===== src/rtl/rpd_pkg.sv =====
// Shared types and constants for the remote-console packet deframer.
// No dependencies; imported by rpd_parse and rcon_packet_deframer_top.
package rpd_pkg;

  localparam int CFG_W  = 13;
  localparam int TEXT_W = 12;

  localparam logic [CFG_W-1:0] MAX_PACKET_RESET = CFG_W'(1460);
  localparam logic [31:0]      MIN_LENGTH_WORD  = 32'd10;
  localparam int               LENGTH_BYTES     = 4;
  localparam int               HEADER_BYTES     = 12;

  localparam logic KIND_TEXT   = 1'b0;
  localparam logic KIND_REPORT = 1'b1;

  localparam logic [1:0] STATUS_GOOD           = 2'd0;
  localparam logic [1:0] STATUS_BAD_LENGTH     = 2'd1;
  localparam logic [1:0] STATUS_NO_TERMINATOR  = 2'd2;

  typedef struct packed {
    logic              kind;
    logic [7:0]        text_byte;
    logic [31:0]       request_id;
    logic [31:0]       packet_type;
    logic [TEXT_W-1:0] text_length;
    logic [1:0]        status;
  } rpd_result_t;

endpackage


===== src/rtl/rpd_parse.sv =====
// Per-byte packet parser: position counter, header words, body scan and close flag.
// Depends on rpd_pkg; produces at most one result per accepted byte, combinationally.
module rpd_parse
  import rpd_pkg::*;
#(
  parameter int PACKET_LIMIT_CEILING = 4096
) (
  input  logic              clk,
  input  logic              rst,
  input  logic              step,
  input  logic [7:0]        data_byte,
  input  logic [CFG_W-1:0]  max_packet_bytes,
  output logic              res_valid,
  output rpd_result_t       res
);

  localparam int POS_W = $clog2(PACKET_LIMIT_CEILING);
  localparam logic [32:0] CEILING = 33'(PACKET_LIMIT_CEILING);

  logic [POS_W-1:0]  byte_position, byte_position_next;
  logic [POS_W-1:0]  last_position, last_position_next;
  logic [31:0]       length_word, length_word_next;
  logic [31:0]       request_word, request_word_next;
  logic [31:0]       type_word, type_word_next;
  logic [TEXT_W-1:0] text_count, text_count_next;
  logic              terminator_seen, terminator_seen_next;
  logic              stream_closed, stream_closed_next;

  logic [31:0] full_length;
  logic [32:0] limit;
  logic [32:0] packet_size;
  logic        bad_length;
  logic [1:0]  lane;

  assign lane        = byte_position[1:0];
  assign full_length = {data_byte, length_word[23:0]};
  assign limit       = (33'(max_packet_bytes) > CEILING) ? CEILING : 33'(max_packet_bytes);
  assign packet_size = {1'b0, full_length} + 33'(LENGTH_BYTES);
  assign bad_length  = full_length[31] || (full_length < MIN_LENGTH_WORD) ||
                       (packet_size > limit);

  always_comb begin
    byte_position_next   = byte_position;
    last_position_next   = last_position;
    length_word_next     = length_word;
    request_word_next    = request_word;
    type_word_next       = type_word;
    text_count_next      = text_count;
    terminator_seen_next = terminator_seen;
    stream_closed_next   = stream_closed;
    res_valid            = 1'b0;
    res                  = '0;

    if (step && !stream_closed) begin
      if (byte_position < POS_W'(LENGTH_BYTES)) begin
        length_word_next[8*lane +: 8] = data_byte;
        byte_position_next            = byte_position + 1'b1;
        if (byte_position == POS_W'(LENGTH_BYTES - 1)) begin
          last_position_next = full_length[POS_W-1:0] + POS_W'(LENGTH_BYTES - 1);
          if (bad_length) begin
            res_valid            = 1'b1;
            res.kind             = KIND_REPORT;
            res.status           = STATUS_BAD_LENGTH;
            stream_closed_next   = 1'b1;
            byte_position_next   = '0;
            text_count_next      = '0;
            terminator_seen_next = 1'b0;
          end
        end
      end else if (byte_position < POS_W'(2 * LENGTH_BYTES)) begin
        request_word_next[8*lane +: 8] = data_byte;
        byte_position_next             = byte_position + 1'b1;
      end else if (byte_position < POS_W'(HEADER_BYTES)) begin
        type_word_next[8*lane +: 8] = data_byte;
        byte_position_next          = byte_position + 1'b1;
      end else if (byte_position == last_position) begin
        res_valid        = 1'b1;
        res.kind         = KIND_REPORT;
        res.request_id   = request_word;
        res.packet_type  = type_word;
        res.text_length  = text_count;
        if (!terminator_seen && data_byte != 8'd0) begin
          res.status         = STATUS_NO_TERMINATOR;
          stream_closed_next = 1'b1;
        end else begin
          res.status = STATUS_GOOD;
        end
        byte_position_next   = '0;
        text_count_next      = '0;
        terminator_seen_next = 1'b0;
      end else begin
        byte_position_next = byte_position + 1'b1;
        if (!terminator_seen) begin
          if (data_byte == 8'd0) begin
            terminator_seen_next = 1'b1;
          end else begin
            text_count_next = text_count + 1'b1;
            res_valid       = 1'b1;
            res.kind        = KIND_TEXT;
            res.text_byte   = data_byte;
          end
        end
      end
    end
  end

  always_ff @(posedge clk) begin
    if (rst) begin
      byte_position   <= '0;
      last_position   <= '0;
      length_word     <= '0;
      request_word    <= '0;
      type_word       <= '0;
      text_count      <= '0;
      terminator_seen <= 1'b0;
      stream_closed   <= 1'b0;
    end else begin
      byte_position   <= byte_position_next;
      last_position   <= last_position_next;
      length_word     <= length_word_next;
      request_word    <= request_word_next;
      type_word       <= type_word_next;
      text_count      <= text_count_next;
      terminator_seen <= terminator_seen_next;
      stream_closed   <= stream_closed_next;
    end
  end

  a_closed_sticks: assert property (@(posedge clk) disable iff (rst)
    stream_closed |=> stream_closed)
    else $error("closed stream reopened without reset");

  a_closed_silent: assert property (@(posedge clk) disable iff (rst)
    stream_closed |-> !res_valid)
    else $error("result produced on a closed stream");

  a_header_silent: assert property (@(posedge clk) disable iff (rst)
    (step && byte_position >= POS_W'(LENGTH_BYTES) && byte_position < POS_W'(HEADER_BYTES))
      |-> !res_valid)
    else $error("result produced during id or type bytes");

  a_text_counts: assert property (@(posedge clk) disable iff (rst)
    (res_valid && res.kind == KIND_TEXT) |=> text_count == $past(text_count) + 1'b1)
    else $error("text byte emitted without counting");

endmodule


===== src/rtl/rcon_packet_deframer_top.sv =====
// Top level of the remote-console packet deframer: config register and output register.
// Depends on rpd_pkg and rpd_parse.
//
// One byte is accepted per clock whenever the output register is empty or being
// drained in the same cycle; its text byte or end-of-packet report, if any, appears
// in the output register in the cycle after the byte is accepted. Each byte takes one
// pass through the parser: a position counter and one compare against the packet's
// last position, plus a single length check on the fourth byte. A bad length or a
// missing NUL closes the stream, which then swallows all bytes until reset.
// max_packet_bytes is taken on the config channel in any cycle.
module rcon_packet_deframer_top
  import rpd_pkg::*;
#(
  parameter int PACKET_LIMIT_CEILING = 4096
) (
  input  logic              clk,
  input  logic              rst,
  input  logic              cfg_valid,
  output logic              cfg_ready,
  input  logic [CFG_W-1:0]  cfg_data,
  input  logic              in_valid,
  output logic              in_ready,
  input  logic [7:0]        data_byte,
  output logic              out_valid,
  input  logic              out_ready,
  output logic              kind,
  output logic [7:0]        text_byte,
  output logic signed [31:0] request_id,
  output logic signed [31:0] packet_type,
  output logic [TEXT_W-1:0] text_length,
  output logic [1:0]        status
);

  logic [CFG_W-1:0] max_packet_bytes;
  logic             step;
  logic             res_valid;
  rpd_result_t      res;
  rpd_result_t      result;

  assign cfg_ready = 1'b1;
  assign in_ready  = !out_valid || out_ready;
  assign step      = in_valid && in_ready;

  rpd_parse #(
    .PACKET_LIMIT_CEILING(PACKET_LIMIT_CEILING)
  ) u_parse (
    .clk              (clk),
    .rst              (rst),
    .step             (step),
    .data_byte        (data_byte),
    .max_packet_bytes (max_packet_bytes),
    .res_valid        (res_valid),
    .res              (res)
  );

  always_ff @(posedge clk) begin
    if (rst) begin
      max_packet_bytes <= MAX_PACKET_RESET;
    end else if (cfg_valid && cfg_ready) begin
      max_packet_bytes <= cfg_data;
    end
  end

  always_ff @(posedge clk) begin
    if (rst) begin
      out_valid <= 1'b0;
    end else if (in_ready) begin
      out_valid <= step && res_valid;
    end
  end

  always_ff @(posedge clk) begin
    if (step && res_valid) begin
      result <= res;
    end
  end

  assign kind        = result.kind;
  assign text_byte   = result.text_byte;
  assign request_id  = result.request_id;
  assign packet_type = result.packet_type;
  assign text_length = result.text_length;
  assign status      = result.status;

  a_hold_result: assert property (@(posedge clk) disable iff (rst)
    (out_valid && !out_ready) |=> (out_valid && $stable(result)))
    else $error("stalled result changed or dropped");

  a_no_accept_when_full: assert property (@(posedge clk) disable iff (rst)
    (out_valid && !out_ready) |-> !step)
    else $error("byte accepted while result stalled");

  a_text_status: assert property (@(posedge clk) disable iff (rst)
    (out_valid && kind == KIND_TEXT) |-> (status == STATUS_GOOD && text_length == '0))
    else $error("text beat carries report fields");

endmodule

===== config.mk =====
export PLATFORM = sky130hd
export DESIGN_NAME = rcon_packet_deframer_top
export DESIGN_NICKNAME = d
export VERILOG_FILES = /design/src/rtl/rpd_pkg.sv /design/src/rtl/rpd_parse.sv /design/src/rtl/rcon_packet_deframer_top.sv
export SDC_FILE = /design/constraint.sdc
export NUM_CORES = 1
export LEC_CHECK = 0
export ABC_CLOCK_PERIOD_IN_PS = 11000
export BUFFER_PORTS_ARGS = -buffer_cell sky130_fd_sc_hd__buf_2
export CORE_MARGIN = 5
export CORE_UTILIZATION = 59
export DETAILED_ROUTE_END_ITERATION = 16
export GPL_ROUTABILITY_DRIVEN = 0
export GPL_TIMING_DRIVEN = 0
export PLACE_DENSITY = 0.8
export SYNTH_ARGS = -nofsm -noshare
export SYNTH_HDL_FRONTEND = slang
export SYNTH_HIERARCHICAL = 1
export SYNTH_SLANG_ARGS = --single-unit

===== constraint.sdc =====
create_clock -name clk -period 11 [get_ports clk]
set_clock_uncertainty 0.2 [all_clocks]
set_input_delay 2.2 -clock clk [delete_from_list [all_inputs] [get_ports clk]]
set_output_delay 2.2 -clock clk [all_outputs]
set_load 0.005 [all_outputs]

==> flow_metrics.env, run 1 <==
export IMPL_status="finished clean"
export IMPL_p_leak_nw=4.866
export IMPL_place_hpwl_um=17850
export IMPL_post_cts_buffers=0
export IMPL_vias=8378
export IMPL_seqCellArea_mm2=0.005415
export IMPL_grt_busiest_layer="met2"
export IMPL_p_comb_share_pct=5.5
export IMPL_synthArstFlopShare_pct=0
export IMPL_finalHoldViolCount=0
export IMPL_fin_tns_setup_ns=0
export IMPL_numCtsBuffers=22
export IMPL_path_class="primary input to register"
export IMPL_cts_root_buffer_cell="clkbuf_16"
export IMPL_mostFrequentLayoutCell="nor2_1"
export IMPL_switchingPower_w=0.0003878
export IMPL_clk_latency_ns=0.51
export IMPL_setup_viol=0
export IMPL_synth_area_per_cell_um2=9.705
export IMPL_rrSetupSlack_ns=6.13
export IMPL_synth_edf_count=87
export IMPL_core_area_mm2=0.01724
export IMPL_cp_top_family="buffers and inverters"
export IMPL_hold_buffers=0
export IMPL_post_cts_resized=0
export IMPL_n_antenna_cell=0
export IMPL_wl_per_cell_um=17.36
export IMPL_place_ws_ns=5.356
export IMPL_synthXorXnorAreaFrac_pct=3.990
export IMPL_die_h_um=142.2
export IMPL_rsz0062_at_grt="false"
export IMPL_viasPerCell=5.806
export IMPL_ys_types=64
export IMPL_io_pins=116
export IMPL_cp_data_required_time_ns=11.00
export IMPL_fillCellCount=1344
export IMPL_hold_class="register to register"
export IMPL_die_area_mm2=0.02023
export IMPL_gr_usage_all_layers_pct=24.46
export IMPL_drc=0
export IMPL_final_cell_mix="156 x nor2_1, 140 x dfxtp_1, 123 x buf_2, 95 x nand2_1, 95 x a21oi_1"
export IMPL_start_kind="primary input"
export IMPL_drt_wl_total_um=25060
export IMPL_mappedNetlistArea_mm2=0.01032
export IMPL_die_w_um=142.2
export IMPL_portBuffers=113
export IMPL_synth_seq_cells=227
export IMPL_finalNetCount=1249
export IMPL_dr_pass1_iters=6
export IMPL_multi_input_comb_area_mm2=0.004508
export IMPL_whs_path_depth=2
export IMPL_maxSlewViolCount=0
export IMPL_p_int_w=0.001407
export IMPL_powerDensity_mw_per_mm2=149.5
export IMPL_synth_nets=1110
export IMPL_clkTransAtPathRegs_ns=0.06
export IMPL_reg2reg_depth=16
export IMPL_cap_violations=0
export IMPL_tightest_slew_ns=0.9766
export IMPL_first_global_vias=8140
export IMPL_synth_compound_area_share_pct=10.87
export IMPL_critPathMaxFanout=31
export IMPL_slew_headroom_pct=34.75
export IMPL_core_rowCount=48
export IMPL_synthesis_instances=1063
export IMPL_crit_chain="buf_2, clkbuf_1, nand3_1, nand2_1, a31oi_1, o2111ai_2, nor4_4, a21o_1, buf_2, inv_1, nand2_1, nor2b_4, buf_12"
export IMPL_reg2reg_to="packet_type[19]"
export IMPL_ys_seq_area_share_pct=52.49
export IMPL_drive_gt1_share_pct=16.58
export IMPL_critPathBufInv=5
export IMPL_cts_path_max_buffers=3
export IMPL_p_sw_share_pct=21.61
export IMPL_grt_util_met1_pct=31.86
export IMPL_synth_ff_type="dfxtp_1"
export IMPL_synth_simple_area_share_pct=25.31
export IMPL_end_kind="register"
export IMPL_muxShareOfSynthArea_pct=0.8733
export IMPL_vdd_drop_max_v=0.0001681
export IMPL_power_frac_seq_pct=48.9
export IMPL_antenna_found_initial=0
export IMPL_cp_data_arrival_time_ns=5.14
export IMPL_fmax_mhz=194.6
export IMPL_synthAdderAreaFrac_pct=2.547
export IMPL_grt_util_met3_pct=3.931
export IMPL_worst_slack_ns=5.861
export IMPL_clock_sinks=227
export IMPL_area_growth_pct=16.36
export IMPL_cpPeakStageDelay_ns=0.57
export IMPL_power_clock_fraction_pct=45.6
export IMPL_gr_total_overflow=0
export IMPL_fin_crit_sh_pct=46.72
export IMPL_drtIter0Drc=783
export IMPL_hp_start="u_parse/type_word[31]"
export IMPL_ys_warnings_count=6
export IMPL_cts_htree_levels=1
export IMPL_cts_tree="yes"
export IMPL_grt_max_degree=40
export IMPL_synth_top_family_by_area="simple AND/OR/NAND/NOR gates"
export IMPL_post_route_min_period_ns=5.139
export IMPL_start_util_pct=59.85
export IMPL_r2r_start="u_parse/length_word[8]"
export IMPL_grt_pass1_wl_um=40280
export IMPL_ant_nets=0
export IMPL_cp_slowest_cell="nor2b_4"
export IMPL_grtUsageMet2_pct=41.69
export IMPL_hold_end="u_parse/type_word[31]"
## flip-flops by register name, summed over array words and instances, names as in the netlist, 2 cells and up
signal and cells:
u_parse/length_word 24, u_parse/text_count 12, status 2, max_packet_bytes 13, u_parse/type_word 32, u_parse/request_word 32, text_length 12, u_parse/byte_position 12
text_byte 8, request_id 32, packet_type 32, u_parse/last_position 12
## worst min-delay path: cells and delay by family, from the launching register on
kind / cells / cell delay (ns)
AOI/OAI and AO/OA: 1 / 0.05
and+or+nand+nor: 1 / 0.05
DFF: 1 / 0.30
## cells in the mapped netlist (all sizes together) (3+ instances only)
library cell | number | area share (%)
nor4 | 19 | 1.8
nand3 | 28 | 1.5
or4 | 3 | 0.25
mux2i | 9 | 0.87
clkbuf | 52 | 1.9
nor2b | 10 | 0.61
edfxtp | 87 | 25
o211ai | 4 | 0.29
and4 | 6 | 0.51
nor3 | 11 | 0.53
a211o | 8 | 0.68
a211oi | 13 | 0.95
inv | 15 | 0.55
or3b | 4 | 0.34
nand4 | 24 | 1.7
and2 | 89 | 5.4
xor2 | 28 | 2.4
and3 | 13 | 0.79
xnor2 | 19 | 1.6
a21oi | 96 | 4.7
nand2 | 96 | 3.5
o21ai | 18 | 0.87
dfxtp | 140 | 27
nor2 | 166 | 6.7
or3 | 9 | 0.55
or2 | 4 | 0.24
nor3b | 3 | 0.22
buf | 19 | 1.4
ha | 21 | 2.5
a32oi | 24 | 2.0
## layout make-up
| class | instances | share of cell area [%] |
|---|---|---|
| inverter | 15 | 0.4690 |
| buffer | 71 | 2.866 |
| sequential | 227 | 45.11 |
| clock buffer | 28 | 4.941 |
| timing repair buffer | 115 | 5.045 |
| tap | 225 | 2.345 |
| multi-input combinational | 750 | 37.55 |
| clock inverter | 12 | 1.668 |
## power by group through the flow
stage	Sequential, W	Combinational [W]	Clock, W
3_5_place_dp	0.000896	0.0000947	0
6_report	0.000878	0.0000980	0.000819
2_1_floorplan	0.000895	0.0000664	0
3_3_place_gp	0.000896	0.0000928	0
5_1_grt	0.000878	0.000106	0.000866
4_1_cts	0.000878	0.0000958	0.000830
## how the worst max path moves through the flow
stage	endpoint	depth (start not counted)	slack, ns	startpoint
6_report	packet_type[19]	13	5.86	data_byte[3]
5_1_grt	status[0]	12	5.64	data_byte[6]
4_1_cts	request_id[3]	12	5.89	data_byte[4]
3_5_place_dp	request_id[2]	12	5.36	data_byte[4]
3_3_place_gp	status[0]	11	0.76	data_byte[4]
2_1_floorplan	kind	13	2.57	out_ready
## metal layers
layer / wire (µm) / share of wire, %
met5: 0 / 0
met3: 2021 / 8.1
met2: 12020 / 48
met1: 10280 / 41
met4: 736 / 2.9
## cell families (layout without fill, tap and decap cells)
group                    after synthesis  after routing
other                                  1              1
flip-flops                           227            227
multiplexers                           9              9
buffers and inverters                 86            241
AO/OA/AOI/OAI                        179            179
XOR/XNOR                              47             47
AND/OR/NAND/NOR                      493            493
adder cells (fa/ha/maj)               21             21
## through the flow
step / power [W] / std cells / area, µm² / utilization, % / hold WS (ns)
after detailed placement: 0.0009910 / 1403 / 11210 / 65.04 / 0.2454
final: 0.001794 / 1443 / 12000 / 69.64 / 0.2547
after CTS: 0.001804 / 1443 / 12000 / 69.64 / 0.2539
after global routing: 0.001850 / 1443 / 12000 / 69.64 / 0.2853
after global placement: 0.0009891 / 1401 / 11160 / 64.76 / 0.2395
after floorplan: 0.0009613 / 1063 / 10320 / - / 0.2317
No activity file was read; power rests on OpenSTA's default activity.
==> inputs of run 2 (changes only) <==
Settings changed: ABC_CLOCK_PERIOD_IN_PS 11000 to 4300, CORE_UTILIZATION 59 to 53, PLACE_DENSITY 0.8 to 0.76.
Clock period 11 ns to 4.3 ns, I/O delays scaled along.
==> flow_metrics.env, run 2 (synthesized netlist as in run 1, its figures left out) <==
export IMPL_power_clock_fraction_pct=44.4
export IMPL_viasPerCell=5.623
export IMPL_die_w_um=149.5
export IMPL_cts_path_max_buffers=3
export IMPL_finalNetCount=1264
export IMPL_vdd_drop_max_v=0.0003127
export IMPL_start_util_pct=53.36
export IMPL_grt_max_degree=40
export IMPL_first_global_vias=8131
export IMPL_gr_total_overflow=0
export IMPL_gr_usage_all_layers_pct=22.67
export IMPL_drt_wl_total_um=25930
export IMPL_cp_data_required_time_ns=4.31
export IMPL_post_route_min_period_ns=4.100
export IMPL_setup_viol=0
export IMPL_critPathMaxFanout=29
export IMPL_fmax_mhz=243.9
export IMPL_cts_root_buffer_cell="clkbuf_16"
export IMPL_mostFrequentLayoutCell="nor2_1"
export IMPL_numCtsBuffers=24
export IMPL_place_hpwl_um=18280
export IMPL_vias=8440
export IMPL_tightest_slew_ns=0.9435
export IMPL_fin_crit_sh_pct=95.36
export IMPL_final_cell_mix="156 x nor2_1, 138 x dfxtp_1, 122 x buf_2, 95 x a21oi_1, 94 x nand2_1"
export IMPL_ant_nets=0
export IMPL_powerDensity_mw_per_mm2=368.8
export IMPL_finalHoldViolCount=0
export IMPL_fin_tns_setup_ns=0
export IMPL_p_comb_share_pct=5.8
export IMPL_die_h_um=149.5
export IMPL_clk_latency_ns=0.52
export IMPL_maxSlewViolCount=0
export IMPL_cts_htree_levels=1
export IMPL_status="finished clean"
export IMPL_switchingPower_w=0.001001
export IMPL_portBuffers=113
export IMPL_drc=0
export IMPL_hold_buffers=0
export IMPL_p_leak_nw=4.969
export IMPL_hold_class="register to register"
export IMPL_seqCellArea_mm2=0.005423
export IMPL_clkTransAtPathRegs_ns=0.06
export IMPL_antenna_found_initial=1
export IMPL_io_pins=116
export IMPL_cp_data_arrival_time_ns=4.11
export IMPL_die_area_mm2=0.02235
export IMPL_rsz0062_at_grt="false"
export IMPL_core_area_mm2=0.01933
export IMPL_path_class="register to register"
export IMPL_multi_input_comb_area_mm2=0.004578
export IMPL_fillCellCount=1612
export IMPL_slew_headroom_pct=36.97
export IMPL_final_area_mm2=0.01221
export IMPL_drtIter0Drc=722
export IMPL_wl_per_cell_um=17.28
export IMPL_power_total_w=0.004504
export IMPL_dpl_cell_area_mm2=0.01131
export IMPL_core_rowCount=51
export IMPL_power_frac_seq_pct=49.9
export IMPL_end_kind="register"
export IMPL_area_growth_pct=18.39
export IMPL_clock_sinks=227
export IMPL_start_kind="register"
export IMPL_p_sw_share_pct=22.21
export IMPL_cap_violations=0
export IMPL_dr_pass1_iters=5
export IMPL_cts_tree="yes"
export IMPL_grt_pass1_wl_um=41230
export IMPL_drive_gt1_share_pct=18.14
export IMPL_p_int_w=0.003504
## run 2: cell types whose count changed in the layout (fill, tap and decap cells not counted), sizes merged
cell      before  now
diode          0    1
bufinv         5    2
clkbuf        80   86
clkinvlp       1    0
buf          134  144
clkinv         5    9
inv           16   15
nor2b         10   12
## run 2: path summary, 6_finish.rpt
check | start | end | slack (ns) | cells past startpoint
setup / recovery | u_parse/length_word[8] | packet_type[16] | 0.20 | 16
hold / removal | u_parse/request_word[28] | u_parse/request_word[28] | 0.25 | 2
setup reg to reg | u_parse/length_word[8] | packet_type[16] | 0.20 | 16
hold reg to reg | u_parse/request_word[28] | u_parse/request_word[28] | 0.25 | 2
## run 2: critical path, stage by stage (launching register included)
cell and delay, ns:
dfxtp_1 0.31, buf_2 0.24, nand3_2 0.25, nor3_4 0.30, nand2_1 0.11, xnor2_1 0.15, ha_1 0.31, nand4_1 0.13
nand2b_4 0.17, o22ai_2 0.22, and4b_1 0.27, a21o_1 0.23, buf_6 0.15, inv_2 0.07, nand2_4 0.09, nor2b_4 0.33
buf_12 0.25
## run 2: per-stage QoR
step	std cells	utilization (%)	hold slack [ns]	setup WS, ns
2_1_floorplan	1063	-	0.2317	-0.06917
3_3_place_gp	1441	58.31	0.2393	-1.041
3_5_place_dp	1443	58.52	0.2418	-0.03846
4_1_cts	1488	62.52	0.2497	0.07940
5_1_grt	1501	63.17	0.2642	0.009009
6_report	1501	63.17	0.2530	0.1997
## run 2: timing repair
action,in CTS,in global routing
pin swaps,0,4
setup endpoints to repair,68,68
cloned,1,2
gates resized for setup,0,3
buffers inserted,0,10
## run 2: area by class of cell
type,instances,share of cell area [%]
Buffer,71,2.879
Multi-Input combinational cell,752,37.49
Timing Repair Buffer,126,5.778
Inverter,15,0.4610
Clock buffer,33,5.358
Antenna cell,1,0.02049
Tap cell,265,2.715
Sequential cell,227,44.40
Clock inverter,11,0.9015
## run 2: metal layers
layer	up-vias	part of all wire [%]	GRT usage [%]
li1	4043	-	-
met1	3963	42	30.13
met2	377	47	38.33
met3	57	8.3	3.846
met4	0	2.4	6.545
met5	-	0	0
## run 2: power groups by stage
stage               Combinational (W)  Sequential (W)  Clock [W]
global placement             0.000242         0.00229          0
floorplan                    0.000173         0.00229          0
detailed placement           0.000246         0.00229          0
CTS                          0.000249         0.00225    0.00203
global route                 0.000283         0.00225    0.00213
finish                       0.000260         0.00225    0.00200
